--- src/rtl/core/acp_ram.sv ---
// Generic single-write, single-read RAM with registered read data.
// No dependencies.
module acp_ram #(
	parameter int WIDTH = 8,
	parameter int DEPTH = 64,
	parameter int AW    = (DEPTH > 1) ? $clog2(DEPTH) : 1
) (
	input  logic             clk,
	input  logic             we,
	input  logic [AW-1:0]    waddr,
	input  logic [WIDTH-1:0] wdata,
	input  logic             re,
	input  logic [AW-1:0]    raddr,
	output logic [WIDTH-1:0] rdata
);

	logic [WIDTH-1:0] mem [DEPTH];

	always_ff @(posedge clk) begin
		if (we) begin
			mem[waddr] <= wdata;
		end
	end

	always_ff @(posedge clk) begin
		if (re) begin
			rdata <= mem[raddr];
		end
	end

endmodule

--- config.mk ---
export PLATFORM = sky130hd
export DESIGN_NAME = acp_ram
export DESIGN_NICKNAME = d
export VERILOG_FILES = /design/src/rtl/core/acp_ram.sv
export SDC_FILE = /design/constraint.sdc
export NUM_CORES = 1
export LEC_CHECK = 0
export BUFFER_PORTS_ARGS = -buffer_cell sky130_fd_sc_hd__buf_2
export CORE_ASPECT_RATIO = 0.8
export CORE_UTILIZATION = 55
export DETAILED_ROUTE_END_ITERATION = 12
export GPL_TIMING_DRIVEN = 0
export PLACE_DENSITY = 0.71
export SLEW_MARGIN = 20
export SYNTH_ARGS = -nofsm -noshare
export SYNTH_HDL_FRONTEND = slang
export SYNTH_SLANG_ARGS = --single-unit
--- constraint.sdc ---
create_clock -name clk -period 3.45 [get_ports clk]
set_input_delay 1.035 -clock clk [delete_from_list [all_inputs] [get_ports clk]]
set_output_delay 1.035 -clock clk [all_outputs]
set_load 0.1 [all_outputs]
==> impl_metrics.xml <==
<?xml version="1.0" encoding="UTF-8"?>
<metrics>
  <group name="global_routing">
    <metric name="grt_overflow" unit="">0</metric>
    <metric name="via_count_of_the_first_global_routing_pass" unit="">9879</metric>
    <metric name="grt_util_all_layers" unit="%">26.1</metric>
    <metric name="grt_first_pass_wirelength" unit="mm">69.0</metric>
    <metric name="grt_antenna_before_repair" unit="">3</metric>
    <metric name="grt_max_degree" unit="">65</metric>
  </group>
  <group name="timing">
    <metric name="clock-skew-final" unit="ns">0.0139</metric>
    <metric name="rsz0062_at_grt" unit="">false</metric>
    <metric name="final_cycle_utilization_of_the_critical_path" unit="%">97.7</metric>
    <metric name="slew-limit-headroom" unit="%">26.5</metric>
    <metric name="max_slew_violation_total_from_the_final_report" unit="">0</metric>
    <metric name="hold_viol_final" unit="">0</metric>
    <metric name="worstMarginPinSlew" unit="ns">1.10</metric>
    <metric name="setup-tns-final" unit="ns">0</metric>
    <metric name="clock.fmax" unit="MHz">297</metric>
    <metric name="setup_viol" unit="">0</metric>
    <metric name="fin_crit" unit="ns">3.37</metric>
  </group>
  <group name="critical_path">
    <metric name="crit_chain" unit="">buf_4, buf_2, buf_4, buf_2, nand3b_1, o22ai_1, o41ai_1</metric>
    <metric name="critical_path_peak_fanout" unit="">10</metric>
    <metric name="crit_path_end_kind" unit="">flop</metric>
    <metric name="critical_path.slowest_cell" unit="">sky130_fd_sc_hd__o41ai_1</metric>
    <metric name="worst-r2r-cell-count" unit="">5</metric>
    <metric name="critPathMaxStageDelay" unit="ns">0.61</metric>
    <metric name="worst-endpoint-required" unit="ns">3.75</metric>
    <metric name="startpoint_type" unit="">input port</metric>
    <metric name="crit_arrival" unit="ns">3.67</metric>
    <metric name="critical_path_class" unit="">in -&gt; reg</metric>
  </group>
  <group name="floorplan">
    <metric name="rows" unit="">62</metric>
    <metric name="initial_utilization" unit="%">56.1</metric>
    <metric name="pin_count" unit="">31</metric>
    <metric name="die_h" unit="um">174</metric>
    <metric name="floorplan.die_area" unit="sq um">37600</metric>
    <metric name="die_w" unit="um">217</metric>
    <metric name="design.core.area" unit="sq um">36100</metric>
  </group>
  <group name="finish">
    <metric name="ratio_of_cells_with_drive_above_1_in_the_final_layout" unit="%">25.0</metric>
    <metric name="final_common_cell" unit="">sky130_fd_sc_hd__edfxtp_1</metric>
    <metric name="final_net_count" unit="">1036</metric>
    <metric name="finalCoreUtilization" unit="%">62.7</metric>
    <metric name="most-common-layout-cells" unit="">520 x sky130_fd_sc_hd__edfxtp_1, 126 x sky130_fd_sc_hd__mux4_2, 83 x sky130_fd_sc_hd__nor2_1</metric>
    <metric name="area_growth" unit="%">11.6</metric>
  </group>
  <group name="power_and_ir_drop">
    <metric name="combPwrFrac" unit="%">5.7</metric>
    <metric name="power_switching" unit="mW">2.76</metric>
    <metric name="share_seq_of_total_power" unit="%">52.9</metric>
    <metric name="cell_internal_pwr" unit="mW">10.5</metric>
    <metric name="power_density" unit="nW/um^2">587</metric>
    <metric name="sw_frac_of_total" unit="%">20.8</metric>
    <metric name="pwr-share-clk" unit="%">41.4</metric>
    <metric name="vdd_ir_drop_max" unit="mV">0.385</metric>
    <metric name="power.static_leakage" unit="nW">7.03</metric>
  </group>
  <group name="synthesis">
    <metric name="synth_fp_nets" unit="">963</metric>
    <metric name="main_combinational_cell_family_by_area_after_synthesis" unit="">multiplexers</metric>
    <metric name="yosys.area_share.simple" unit="%">3.37</metric>
    <metric name="ys_seq_area_share" unit="%">77.1</metric>
    <metric name="synth.yosys.warnings" unit="">0</metric>
    <metric name="post_synth_mux_area_share" unit="%">15.9</metric>
    <metric name="yosys.cell_types.count" unit="">39</metric>
    <metric name="synth_seq_cells" unit="">520</metric>
    <metric name="yosys-top-cells-area" unit="">sky130_fd_sc_hd__edfxtp_1 77%, sky130_fd_sc_hd__mux4_2 14%, sky130_fd_sc_hd__nor2_1 1.5%, sky130_fd_sc_hd__mux2i_1 1.1%, sky130_fd_sc_hd__mux2_2 0.72%</metric>
    <metric name="synth_top_area_cell" unit="">sky130_fd_sc_hd__edfxtp_1</metric>
    <metric name="avgSynthCellArea" unit="sq um">21.5</metric>
    <metric name="synthCells" unit="">940</metric>
    <metric name="synth.cell_area" unit="sq um">20200</metric>
    <metric name="yosysTopAreaCellShare" unit="%">77.1</metric>
    <metric name="synth-adder-area-share" unit="%">0</metric>
    <metric name="synth-compound-area-share" unit="%">2.06</metric>
    <metric name="synthXorXnorAreaFrac" unit="%">0</metric>
  </group>
  <group name="route">
    <metric name="wl_per_cell" unit="um">30.9</metric>
    <metric name="wl_met1" unit="mm">19.4</metric>
    <metric name="postRouteAntennaNets" unit="">0</metric>
    <metric name="highest-signal-layer" unit="">met4</metric>
    <metric name="routed_via_density" unit="">6.57</metric>
    <metric name="drtPass1Iterations" unit="">5</metric>
    <metric name="routed-wl-met3" unit="mm">5.64</metric>
    <metric name="drc" unit="">0</metric>
    <metric name="first_iter_violations" unit="">1360</metric>
    <metric name="routed-via-count" unit="">10000</metric>
    <metric name="routed_wirelength" unit="mm">47.3</metric>
    <metric name="route.met2.wl" unit="mm">20.8</metric>
  </group>
  <group name="outcome">
    <metric name="result_of_the_run" unit="">complete, no violations</metric>
  </group>
  <group name="worst_hold_path">
    <metric name="hold_path_class" unit="">in -&gt; reg</metric>
    <metric name="whs_path_depth" unit="">1</metric>
  </group>
  <group name="cts">
    <metric name="cts_inserted_buffers" unit="">49</metric>
    <metric name="cts_tree" unit="">built</metric>
    <metric name="clkSlewWorstSetupHoldPaths" unit="ns">0.06</metric>
    <metric name="cts_max_level" unit="">2</metric>
    <metric name="clock_sinks" unit="">520</metric>
    <metric name="insertion_delay" unit="ns">0.56</metric>
    <metric name="cts_max_path_buffers" unit="">3</metric>
    <metric name="clock_root_cell" unit="">sky130_fd_sc_hd__clkbuf_16</metric>
  </group>
  <group name="run">
    <metric name="max_cap_viol_count" unit="">0</metric>
  </group>
  <group name="place">
    <metric name="place_congestion" unit="">0.907</metric>
    <metric name="port_buffers" unit="">22</metric>
    <metric name="dp.final_hpwl" unit="mm">29.9</metric>
  </group>
</metrics>
==> synthesized netlist by cell type <==
library cell,instances
sky130_fd_sc_hd__o221ai_1,8
sky130_fd_sc_hd__o2bb2ai_1,3
sky130_fd_sc_hd__and2_1,1
sky130_fd_sc_hd__mux2i_1,23
sky130_fd_sc_hd__o41ai_1,2
sky130_fd_sc_hd__o311ai_1,1
sky130_fd_sc_hd__buf_4,13
sky130_fd_sc_hd__nor2_1,83
sky130_fd_sc_hd__nand3_1,13
sky130_fd_sc_hd__mux2_2,13
sky130_fd_sc_hd__a31oi_1,1
sky130_fd_sc_hd__a221oi_1,6
sky130_fd_sc_hd__nand2b_1,7
sky130_fd_sc_hd__o32ai_1,2
sky130_fd_sc_hd__o21ai_1,2
sky130_fd_sc_hd__a211oi_1,4
sky130_fd_sc_hd__nand3b_1,3
sky130_fd_sc_hd__or3_1,1
sky130_fd_sc_hd__buf_6,4
sky130_fd_sc_hd__o21ai_0,2
sky130_fd_sc_hd__nand4_1,2
sky130_fd_sc_hd__a2111oi_0,2
sky130_fd_sc_hd__a21oi_1,3
sky130_fd_sc_hd__nor3_1,7
sky130_fd_sc_hd__nand2_1,19
sky130_fd_sc_hd__edfxtp_1,520
sky130_fd_sc_hd__a22oi_1,3
sky130_fd_sc_hd__o2111ai_1,3
sky130_fd_sc_hd__nand4b_1,1
sky130_fd_sc_hd__o22ai_1,8
sky130_fd_sc_hd__buf_12,2
sky130_fd_sc_hd__clkbuf_1,17
sky130_fd_sc_hd__nor2b_1,14
sky130_fd_sc_hd__o221a_2,2
sky130_fd_sc_hd__nor4_1,2
sky130_fd_sc_hd__buf_2,11
sky130_fd_sc_hd__mux4_2,126
sky130_fd_sc_hd__o21a_1,2
sky130_fd_sc_hd__buf_1,4
==> stage by stage <==
step,std cells,worst slack (ns),hold WS [ns],instance area [sq um],power [mW]
after floorplan,940,0.609,0.797,20200,7.59
final,1529,0.0780,0.850,22600,13.3
after detailed placement,1442,-0.442,0.994,21000,7.90
after global routing,1527,0.0226,0.861,22600,13.6
after global placement,1442,-0.409,0.992,21000,7.88
after CTS,1527,0.119,0.867,22600,13.3
==> worst paths after layout <==
check	end	startpoint	slack [ns]
setup reg to reg	rdata[6]	mem[29][6]	1.13
setup / recovery	rdata[5]	raddr[1]	0.08
hold reg to reg	rdata[7]	mem[6][7]	1.00
hold / removal	rdata[7]	re	0.85
==> layer usage <==
layer | GRT usage, % | vias to the layer above
met2 | 37.3 | 611
met1 | 40.1 | 5253
met4 | 7.98 | 0
met3 | 6.72 | 90
met5 | 0 | -
li1 | - | 4084
==> state kept, by name, summed over array words and instances (netlist names) <==
name   cells
mem      512
rdata      8
==> worst max-delay path, delay by kind of cell <==
| kind | cells | cell delay (ns) |
|---|---|---|
| buf+inv | 4 | 1.42 |
| simple gates | 1 | 0.33 |
| compound gates | 2 | 0.86 |
==> final cells by class <==
type	count	area (sq um)
Buffer	51	318
Fill cell	2440	13500
Multi-Input combinational cell	369	4330
Sequential cell	520	15600
Timing Repair Buffer	22	130
Clock buffer	54	1240
Antenna cell	2	5.00
Clock inverter	31	367
Tap cell	480	601
==> cell families after synthesis <==
logic type / after synthesis
flops: 520
compound gates: 54
buf+inv: 51
mux: 162
simple gates: 153
==> power groups by stage <==
stage	registers, mW	logic, mW	clock network (mW)
after floorplan	7.21	0.373	0
after CTS	7.02	0.748	5.50
after global placement	7.15	0.732	0
after detailed placement	7.15	0.746	0
final	7.02	0.757	5.49
after global routing	7.02	0.790	5.76
==> timing repair <==
action                                  in CTS  in global routing
resized for setup                            0                  2
hold buffers                                 0                  0
buffers inserted                             0                  0
endpoints found under the hold margin        0                  0
endpoints found under the setup margin       0                  2
(Power assumes the default switching activity.)
