===== src/rtl/core/acp_pkg.sv =====
// Shared types and constants for the adaptive checkpoint period core.
// Beat payloads, per-object state entry, fixed-point constants, codes.
// No dependencies.
package acp_pkg;

	// Input beat
	typedef struct packed {
		logic [1:0]  operation;
		logic [5:0]  obj_index;
		logic [31:0] state_cost;
		logic [31:0] coast_cost;
		logic        rollback_done;
		logic [31:0] current_time;
		logic [31:0] event_number;
		logic [31:0] rollback_time;
		logic [31:0] rollback_event;
	} acp_item_t;

	// Result beat
	typedef struct packed {
		logic [5:0] out_object;
		logic       save_checkpoint;
		logic       recalculated;
		logic [7:0] new_period;
		logic       clear_rollback;
	} acp_result_t;

	// Per-object state, one RAM word
	typedef struct packed {
		logic [7:0]  period;
		logic [7:0]  period_countdown;
		logic [15:0] exec_length;
		logic        step_negative;
		logic [31:0] old_cost;
		logic [31:0] filtered_cost;
	} acp_entry_t;

	// Operation codes
	localparam logic [1:0] OP_TIMED = 2'd0;
	localparam logic [1:0] OP_EVENT = 2'd1;
	localparam logic [1:0] OP_COAST = 2'd2;
	localparam logic [1:0] OP_NONE  = 2'd3;

	// Configuration register indexes
	localparam int         CFG_IDX_W   = 1;
	localparam int         CFG_DATA_W  = 16;
	localparam logic [0:0] REG_RECALC  = 1'd0;
	localparam logic [0:0] REG_MAXP    = 1'd1;
	localparam logic [15:0] RECALC_RESET = 16'd100;
	localparam logic [7:0]  MAXP_RESET   = 8'd30;

	// Q16 fixed-point constants: 0.4, 0.6, 1.2, 0.8
	localparam int          KW      = 17;
	localparam int          PROD_W  = 32 + KW;
	localparam logic [KW-1:0] K_OLD   = 17'd26214;
	localparam logic [KW-1:0] K_NEW   = 17'd39322;
	localparam logic [KW-1:0] K_UPPER = 17'd78643;
	localparam logic [KW-1:0] K_LOWER = 17'd52429;
	localparam logic [PROD_W-1:0] ROUND_HALF = 49'd32768;

	// Shared multiplier constant select
	typedef enum logic [1:0] {
		MUL_OLD   = 2'd0,
		MUL_NEW   = 2'd1,
		MUL_UPPER = 2'd2,
		MUL_LOWER = 2'd3
	} acp_mul_sel_t;

endpackage


===== src/rtl/core/acp_mul.sv =====
// Shared 32 x 17 constant multiplier with registered product.
// Depends on acp_pkg (select codes and Q16 constants).
module acp_mul import acp_pkg::*; (
	input  logic              clk,
	input  acp_mul_sel_t      sel,
	input  logic [31:0]       a,
	output logic [PROD_W-1:0] prod_q
);

	logic [KW-1:0] k;

	always_comb begin
		case (sel)
			MUL_OLD:   k = K_OLD;
			MUL_NEW:   k = K_NEW;
			MUL_UPPER: k = K_UPPER;
			MUL_LOWER: k = K_LOWER;
			default:   k = '0;
		endcase
	end

	always_ff @(posedge clk) begin
		prod_q <= PROD_W'(a) * PROD_W'(k);
	end

endmodule


===== config.mk =====
export PLATFORM = sky130hd
export DESIGN_NAME = acp_mul
export DESIGN_NICKNAME = d
export VERILOG_FILES = /design/src/rtl/core/acp_pkg.sv /design/src/rtl/core/acp_mul.sv
export SDC_FILE = /design/constraint.sdc
export NUM_CORES = 1
export LEC_CHECK = 0
export BUFFER_PORTS_ARGS = -buffer_cell sky130_fd_sc_hd__buf_2
export CAP_MARGIN = 20
export CORE_ASPECT_RATIO = 0.5
export CORE_MARGIN = 2
export CORE_UTILIZATION = 40
export CTS_BUF_LIST = sky130_fd_sc_hd__clkbuf_4
export DETAILED_ROUTE_END_ITERATION = 10
export MAX_ROUTING_LAYER = met4
export SKIP_CTS_REPAIR_TIMING = 1
export SYNTH_ARGS = -nofsm -noshare
export SYNTH_HDL_FRONTEND = slang
export SYNTH_SLANG_ARGS = --single-unit

===== constraint.sdc =====
create_clock -name clk -period 13.37 [get_ports clk]
set_input_delay 0 -clock clk [delete_from_list [all_inputs] [get_ports clk]]
set_output_delay 0 -clock clk [all_outputs]
set_load 0.02 [all_outputs]

==> results.md, run 1 <==
- Status: complete, no violations
- Async S/R FF share, synth: 0%
- Most frequent cell after synthesis: inv_1
- Initial antenna violation count: 1
- Area leader, netlist: fa_1
- CTS Sinks: 49
- Net count reported at finish: 2,463
- EDFF count, synth: 0
- # IOs: 84
- WS Path Type: in -> reg
- Vias in the first global route: 12.58k
- Port bufs: 83
- Iter 0 DRT Violations: 663
- Layout area overhead: 6.725%
- FF+latch count, synth: 49
- Largest register FFs: 49
- Tightest Hold Check Type: in -> reg
- Worst hold stages: 3
- Rel. slew slack: 41.90%
- Final setup vio count: 0
- Average size of a mapped cell: 9.474 µm²
- Worst EP required: 13.73 ns
- Fillers: 4,226
- Worst setup margin: 5.627 ns
- Mux cell area share after synthesis: 0%
- Register area: 980.9 µm²
- Initial Util: 40.49%
- HPWL after DPL: 38,020 µm
- Synth Area in Adders: 61.41%
- Final Cycle Share: 57.92%
- Final Max Slew Viols: 0
- Synthesized Nets: 2,402
- Crit path cell chain: buf_2 -> buf_4 -> ha_1 -> buf_4 -> or2_2 -> and2_1 -> fa_1 -> fa_1 -> fa_1 -> fa_1 -> fa_1 -> inv_1 -> fa_1 -> inv_1 -> ha_1 -> a21oi_1 -> o21ai_0 -> a221o_1 -> o311ai_1 -> a21oi_1 -> or2_1 -> a311oi_1 -> xnor2_1
- Site Rows: 53
- Critical path arrival: 8.11 ns
- Largest family of logic cells by synthesized area: adder cells
- Final wirelength: 42,040 µm
- Fraction of the mapped netlist area in simple logic gates: 9.991%
- Core footprint: 41,910 µm²
- Slew @ Worst Pin: 0.8579 ns
- Full die area: 44,190 µm²
- Design area: 18,110 µm²
- Hold path endpoint: prod_q[1]$_DFF_P_
- DR WL/cell: 17.29 µm
- Mapped Cells: 1,791
- Post-synthesis sequential area ratio: 5.781%
- Synth area leaders: fa_1, inv_1, ha_1
- Via count: 11.58k
- Crit. End Element: flip-flop
- Commonest cells in the netlist: inv_1, fa_1, ha_1
- Post-synth top area share: 50.49%
- Max Cap Viol: 0
- Pre-antenna DRT Iters: 5
- DIE WIDTH: 295.3 µm
- First-pass GRT wire length: 68,410 µm
- Critical hold path startpoint: a[1]
- Critical Path Fanout Max: 36
- Setup WS pre-CTS: 5.370 ns
- Compound-cell area share of the yosys netlist: 6.032%
- Type of origin of the critical path: input pin
- CTS root buffer: clkbuf_4
- CTS tree: built
- Total global routing overflow: 0
- DRC: 0
- Clock transition at path regs: 0.15 ns
- Ys Warns: 0
- Via density per instance: 4.763
- Largest regs: prod_q x49
- RSZ-0062 raised after global routing: false
- Largest net degree at the start of global routing: 65
- Final core occ: 43.21%
- Yosys cell types: 51
- Endpoints failing hold: 0
- Most flops, register: prod_q
- Ys flop type: dfxtp_1
- Post-DP Area: 18,010 µm²
- Critical Path Max Stage Delay: 0.76 ns
- CP max stage cell: o311ai_1
- Layout cells sized above 1: 5.559%
- Post-Syn Area: 16,970 µm²
- CTS Buf Count: 5
- Max Clock Freq: 129.1 MHz
- Post-Route Setup TNS: 0 ns
- Die Span Y: 149.6 µm
- Gr usage total: 21.13%
- Xor and xnor area share after synthesis: 3.355%
- Clock tree buffer depth: 2
- Multi-input logic area: 13,710 µm²
- RePlAce Congestion: 0.9214
- Most common cell on crit path: fa_1
- H-tree depth: 2
- Final ANT Viol Nets: 0
- Min Tclk post-route: 7.743 ns
-- layout make-up --
type                            instances  area share (%)
Antenna cell                            1         0.01382
Multi-Input combinational cell       1135           75.71
Clock inverter                          2          0.2142
Tap cell                              577           3.986
Timing Repair Buffer                   89           2.556
Inverter                              572           11.86
Sequential cell                        49           5.417
Clock buffer                            6          0.2487
-- critical path, delay by kind of cell --
family                   cells  cell delay [ns]
AO/OA/AOI/OAI                6             2.10
buffers and inverters        5             0.92
adder cells (fa/ha/maj)      8             3.56
AND/OR/NAND/NOR              3             1.32
XOR/XNOR                     1             0.15
-- cells by family (layout without fill, tap and decap cells) --
logic type / after synthesis / in the layout
buffers and inverters: 607 / 669
adders and majority gates: 576 / 576
and+or+nand+nor: 339 / 339
AOI/OAI and AO/OA: 155 / 155
xor gates and xnor gates: 65 / 65
DFF: 49 / 49
other: 0 / 1
-- layer usage --
| layer | routed length (µm) | up-vias | part of all wire [%] | track usage (%) |
|---|---|---|---|---|
| met3 | 1522 | 56 | 3.6 | 2.302 |
| met5 | 0 | - | 0 | - |
| met2 | 20870 | 271 | 50 | 36.10 |
| met4 | 1076 | 0 | 2.6 | 4.670 |
| met1 | 18570 | 5914 | 44 | 27.29 |
| li1 | - | 5338 | - | - |
-- per-stage QoR --
| step | std cells | hold slack [ns] |
|---|---|---|
| floorplan | 1791 | 0.1217 |
| global placement | 2421 | 0.4152 |
| detailed placement | 2421 | 0.4152 |
| CTS | 2429 | -0.05092 |
| global route | 2431 | 0.05143 |
| finish | 2431 | 0.07734 |
-- cells in the final DEF (no fill, tap or decap), drive strengths merged, types with 4 or more instances in the layout --
cell type | synthesis | final
inv | 572 | 572
fa | 428 | 428
ha | 148 | 148
nand2 | 135 | 135
buf | 2 | 88
and2 | 63 | 63
nand2b | 50 | 50
dfxtp | 49 | 49
a21oi | 47 | 47
xnor2 | 43 | 43
nor2 | 32 | 32
a21o | 30 | 30
o21ai | 28 | 28
nor2b | 23 | 23
xor2 | 22 | 22
o21bai | 12 | 12
nand3 | 11 | 11
nand4 | 9 | 9
nor3 | 7 | 7
a31oi | 6 | 6
clkbuf | 33 | 6
a221o | 4 | 4
o21a | 4 | 4
-- how the worst max path moves through the flow --
stage            from                  to  slack [ns]  cells past startpoint
4_1_cts        sel[1]  prod_q[39]$_DFF_P_        5.82                     25
5_1_grt        sel[1]  prod_q[47]$_DFF_P_        5.29                     23
3_5_place_dp   sel[1]  prod_q[39]$_DFF_P_        5.37                     25
2_1_floorplan  sel[1]  prod_q[47]$_DFF_P_        6.60                     27
6_report       sel[1]  prod_q[39]$_DFF_P_        5.63                     23
3_3_place_gp   sel[1]  prod_q[39]$_DFF_P_        5.48                     25
Power of run 1 is not shown: default switching activity piles up to over one toggle a cycle in this logic, so the estimate is an artifact.
==> inputs of run 2 (changes only) <==
==> constraint.sdc (replaced) <==
create_clock -name clk -period 6.6 [get_ports clk]
set_input_delay 0 -clock clk [delete_from_list [all_inputs] [get_ports clk]]
set_output_delay 0 -clock clk [all_outputs]
set_load 0.02 [all_outputs]
==> run 2 against run 1 <==
- highest routed layer unchanged
- via count up 7.1%
- flip-flop and latch count unchanged
- final cell count up 10%
==> results.md, run 2 (synthesized netlist as in run 1, its figures left out) <==
- Status: complete, no violations
- Final setup vio count: 0
- Final ANT Viol Nets: 0
- Final Cycle Share: 96.57%
- Tightest Hold Check Type: in -> reg
- Worst setup margin: 0.2261 ns
- Full die area: 44,190 µm²
- Via count: 12.40k
- Final non-filler cell total: 2,686
- Port bufs: 83
- Setup WS pre-CTS: -0.6791 ns
- Net count reported at finish: 2,718
- H-tree depth: 2
- DRC: 0
- Clock tree buffer depth: 2
- Layout cells sized above 1: 17.84%
- Max Clock Freq: 156.9 MHz
- Iter 0 DRT Violations: 742
- WS Path Type: in -> reg
- Crit. End Element: flip-flop
- Clock transition at path regs: 0.15 ns
- Most flops, register: prod_q
- DIE WIDTH: 295.3 µm
- Site Rows: 53
- Core footprint: 41,910 µm²
- Total global routing overflow: 0
- Initial Util: 40.49%
- Critical Path Fanout Max: 22
- Min Tclk post-route: 6.374 ns
- Die Span Y: 149.6 µm
- Endpoints failing hold: 0
- Final wirelength: 44,060 µm
- Largest register FFs: 49
- Slew @ Worst Pin: 0.6592 ns
- Hold_ws: 0.08657 ns
- CTS Buf Count: 5
- Vias in the first global route: 13.58k
- Final Max Slew Viols: 0
- # IOs: 84
- DR WL/cell: 16.40 µm
- Worst EP required: 6.95 ns
- Pre-antenna DRT Iters: 5
- CTS tree: built
- Gr usage total: 22.12%
- Largest regs: prod_q x49
- Via density per instance: 4.616
- Layout area overhead: 18.94%
- CTS root buffer: clkbuf_4
- Largest net degree at the start of global routing: 36
- RePlAce Congestion: 0.9694
- Critical path arrival: 6.72 ns
- Rel. slew slack: 56.05%
- CTS Sinks: 49
- Commonest non-fill, non-tap cell in the layout: inv_1
- DP Cell Count: 2,675
- First-pass GRT wire length: 71,890 µm
- Most frequent cells in the layout: inv_1, fa_1, buf_4
- Type of origin of the critical path: input pin
- HPWL after DPL: 40,280 µm
- Max Cap Viol: 0
- Worst hold stages: 3
- Final core occ: 48.16%
- Initial antenna violation count: 1
-- run 2: changes by cell type in the layout (fill, tap and decap cells not counted), moves of 2 or more --
cell        before  now
a21oi_2          0    6
buf_12           0    6
clkinvlp_4       0    2
nor3_1           6    4
o21ai_1          1    3
nor2b_1         23   20
a21oi_1         47   41
nor2b_2          0    3
o21ai_0         27   25
buf_4            5  254
-- run 2: metal layers --
layer,wire length (µm),track usage [%],up-vias
met2,21840,38.05,261
met4,1132,4.797,0
li1,-,-,5854
met1,19260,28.05,6231
met5,0,-,-
met3,1828,2.970,52
-- run 2: final timing paths --
check,from,to
max,sel[1],prod_q[23]$_DFF_P_
min,a[1],prod_q[1]$_DFF_P_
-- run 2: stage by stage --
stage / TNS, ns / area [µm²]
2_1_floorplan: 0 / 16970
3_3_place_gp: -5.136 / 20000
3_5_place_dp: -6.088 / 20000
4_1_cts: -0.5498 / 20060
5_1_grt: -0.007472 / 20180
6_report: 0 / 20180
-- run 2: area by class of cell --
class | count | area, µm²
clock inverters | 2 | 15.01
multi-input cells | 1135 | 13820
well taps | 577 | 721.9
fillers | 4075 | 21730
clock buffers | 6 | 45.04
diodes | 1 | 2.502
flip-flops and latches | 49 | 980.9
repair buffers | 344 | 2452
inverters | 572 | 2147
-- run 2: critical path: stages --
cell and delay (ns):
buf_2 0.14, inv_1 0.07, buf_4 0.13, ha_1 0.17, nor2_1 0.12, nor2_2 0.06
buf_12 0.16, and2_1 0.21, buf_4 0.16, fa_1 0.51, inv_1 0.06, fa_1 0.48
fa_1 0.53, fa_1 0.55, inv_1 0.05, fa_1 0.48, inv_1 0.05, fa_1 0.47
inv_1 0.04, ha_1 0.34, a21oi_2 0.30, or2b_1 0.16, o221ai_2 0.10, or4b_1 0.52
a31o_1 0.23, a21o_1 0.20, a221oi_2 0.26, xnor2_1 0.14
Power of run 2 is left out for the same reason.
==> inputs of run 3 (changes only) <==
--- a/config.mk
+++ b/config.mk
@@ -13,6 +13,7 @@
 export CTS_BUF_LIST = sky130_fd_sc_hd__clkbuf_4
 export DETAILED_ROUTE_END_ITERATION = 10
 export MAX_ROUTING_LAYER = met4
+export RECOVER_POWER = 50
 export SKIP_CTS_REPAIR_TIMING = 1
 export SYNTH_ARGS = -nofsm -noshare
 export SYNTH_HDL_FRONTEND = slang
==> run 3 against run 2 <==
- core utilization decreased by 0.15 points
- sequential share of layout area is essentially flat
- flip-flop and latch count is the same
- critical path depth is the same
- highest routed layer unchanged
- fmax is 0.24% lower
- hold slack gained 0.0017 ns
- critical path type unchanged
- count of clock-buffer cells in the layout is the same
- die area stayed put
- first-iteration DRC count fell by 9.3%
- non-clock buffer count unchanged
- routed wire length fell by 0.13%
- final area is 0.30% lower
==> results.md, run 3 (synthesized netlist as in run 1, its figures left out) <==
- Status: complete, no violations
- Final Cycle Share: 96.81%
- Full die area: 44,190 µm²
- # IOs: 84
- DP Cell Count: 2,675
- Clock tree buffer depth: 2
- RePlAce Congestion: 0.9694
- Via density per instance: 4.609
- Met1 WL: 19,220 µm
- Initial Util: 40.49%
- CTS Sinks: 49
- DIE WIDTH: 295.3 µm
- Type of origin of the critical path: input pin
- CTS Buf Count: 5
- Crit path max-delay family: adder cells
- Critical Path Max Stage Delay: 0.55 ns
- DR WL/cell: 16.38 µm
- Layout cells sized above 1: 15.51%
- Worst hold stages: 3
- Hold_ws: 0.08826 ns
- Final setup vio count: 0
- Hold path endpoint: prod_q[1]$_DFF_P_
- WS Path Type: in -> reg
- Net count reported at finish: 2,718
- Final wirelength: 44,010 µm
- HPWL after DPL: 40,280 µm
- Layout area overhead: 18.58%
- CP max stage cell: fa_1
- Final non-filler cell total: 2,686
- Max Clock Freq: 156.5 MHz
- Critical hold path startpoint: a[1]
- Initial antenna violation count: 1
- First-pass GRT wire length: 71,890 µm
- Critical path arrival: 6.74 ns
- Top Metal Used: met4
- Clock transition at path regs: 0.15 ns
- Tightest Hold Check Type: in -> reg
- Final Max Slew Viols: 0
- Die Span Y: 149.6 µm
- Min Tclk post-route: 6.389 ns
- Iter 0 DRT Violations: 673
- Commonest non-fill, non-tap cell in the layout: inv_1
- Worst EP required: 6.95 ns
- Max Cap Viol: 0
- Post-Route Setup TNS: 0 ns
- DRC: 0
- Fillers: 4,089
- Met2 WL: 21,790 µm
- WL met3: 1870 µm
- Via count: 12.38k
- Most common cell on crit path: fa_1
- Port bufs: 83
- Final ANT Viol Nets: 0
- Critical Path Fanout Max: 22
- CTS root buffer: clkbuf_4
- Largest regs: prod_q x49
- Most frequent cells in the layout: inv_1, fa_1, buf_4
- Most flops, register: prod_q
- Total global routing overflow: 0
- Largest register FFs: 49
- CP Buf/Inv Count: 9
- CTS tree: built
- H-tree depth: 2
- Crit. End Element: flip-flop
- Vias in the first global route: 13.58k
- Core footprint: 41,910 µm²
- Slew @ Worst Pin: 0.6628 ns
- Largest net degree at the start of global routing: 36
- Rel. slew slack: 55.81%
- Site Rows: 53
- Pre-antenna DRT Iters: 5
- Final core occ: 48.01%
- Endpoints failing hold: 0
- Gr usage total: 22.12%
run 3: cell count changes in the layout (fill, tap and decap cells not counted), sizes merged:
cell,change
clkbuf,+49
buf,-49
run 3: cell type report:
cell class | instances | area (µm²) | area share [%]
clock inverter | 2 | 15.01 | 0.07462
inverter | 572 | 2147 | 10.67
antenna | 1 | 2.502 | 0.01244
tap | 577 | 721.9 | 3.588
multi-input combinational | 1135 | 13820 | 68.67
timing repair buffer | 344 | 2391 | 11.88
clock buffer | 6 | 45.04 | 0.2239
sequential | 49 | 980.9 | 4.875
run 3: layer usage:
metal  up-vias  GRT usage (%)
met3        52          2.970
met5         -              -
met4         0          4.797
met1      6215          28.05
li1       5854              -
met2       258          38.05
run 3: per-stage QoR:
step,instance area [µm²],setup WS (ns)
after CTS,20060,-0.2259
after floorplan,16970,0.09514
after global placement,20000,-0.6215
final,20120,0.2107
after global routing,20120,-0.007472
after detailed placement,20000,-0.6791
run 3: how the worst max path moves through the flow:
stage                       from                 end  slack (ns)  cells past startpoint
after CTS                 sel[1]  prod_q[47]$_DFF_P_       -0.23                     29
final                     sel[1]  prod_q[23]$_DFF_P_        0.21                     28
after global placement    sel[1]  prod_q[47]$_DFF_P_       -0.62                     29
after floorplan           sel[1]  prod_q[47]$_DFF_P_         0.1                     28
after detailed placement  sel[1]  prod_q[47]$_DFF_P_       -0.68                     29
after global routing      sel[1]  prod_q[48]$_DFF_P_      -0.007                     28
Power of run 3 is left out for the same reason.
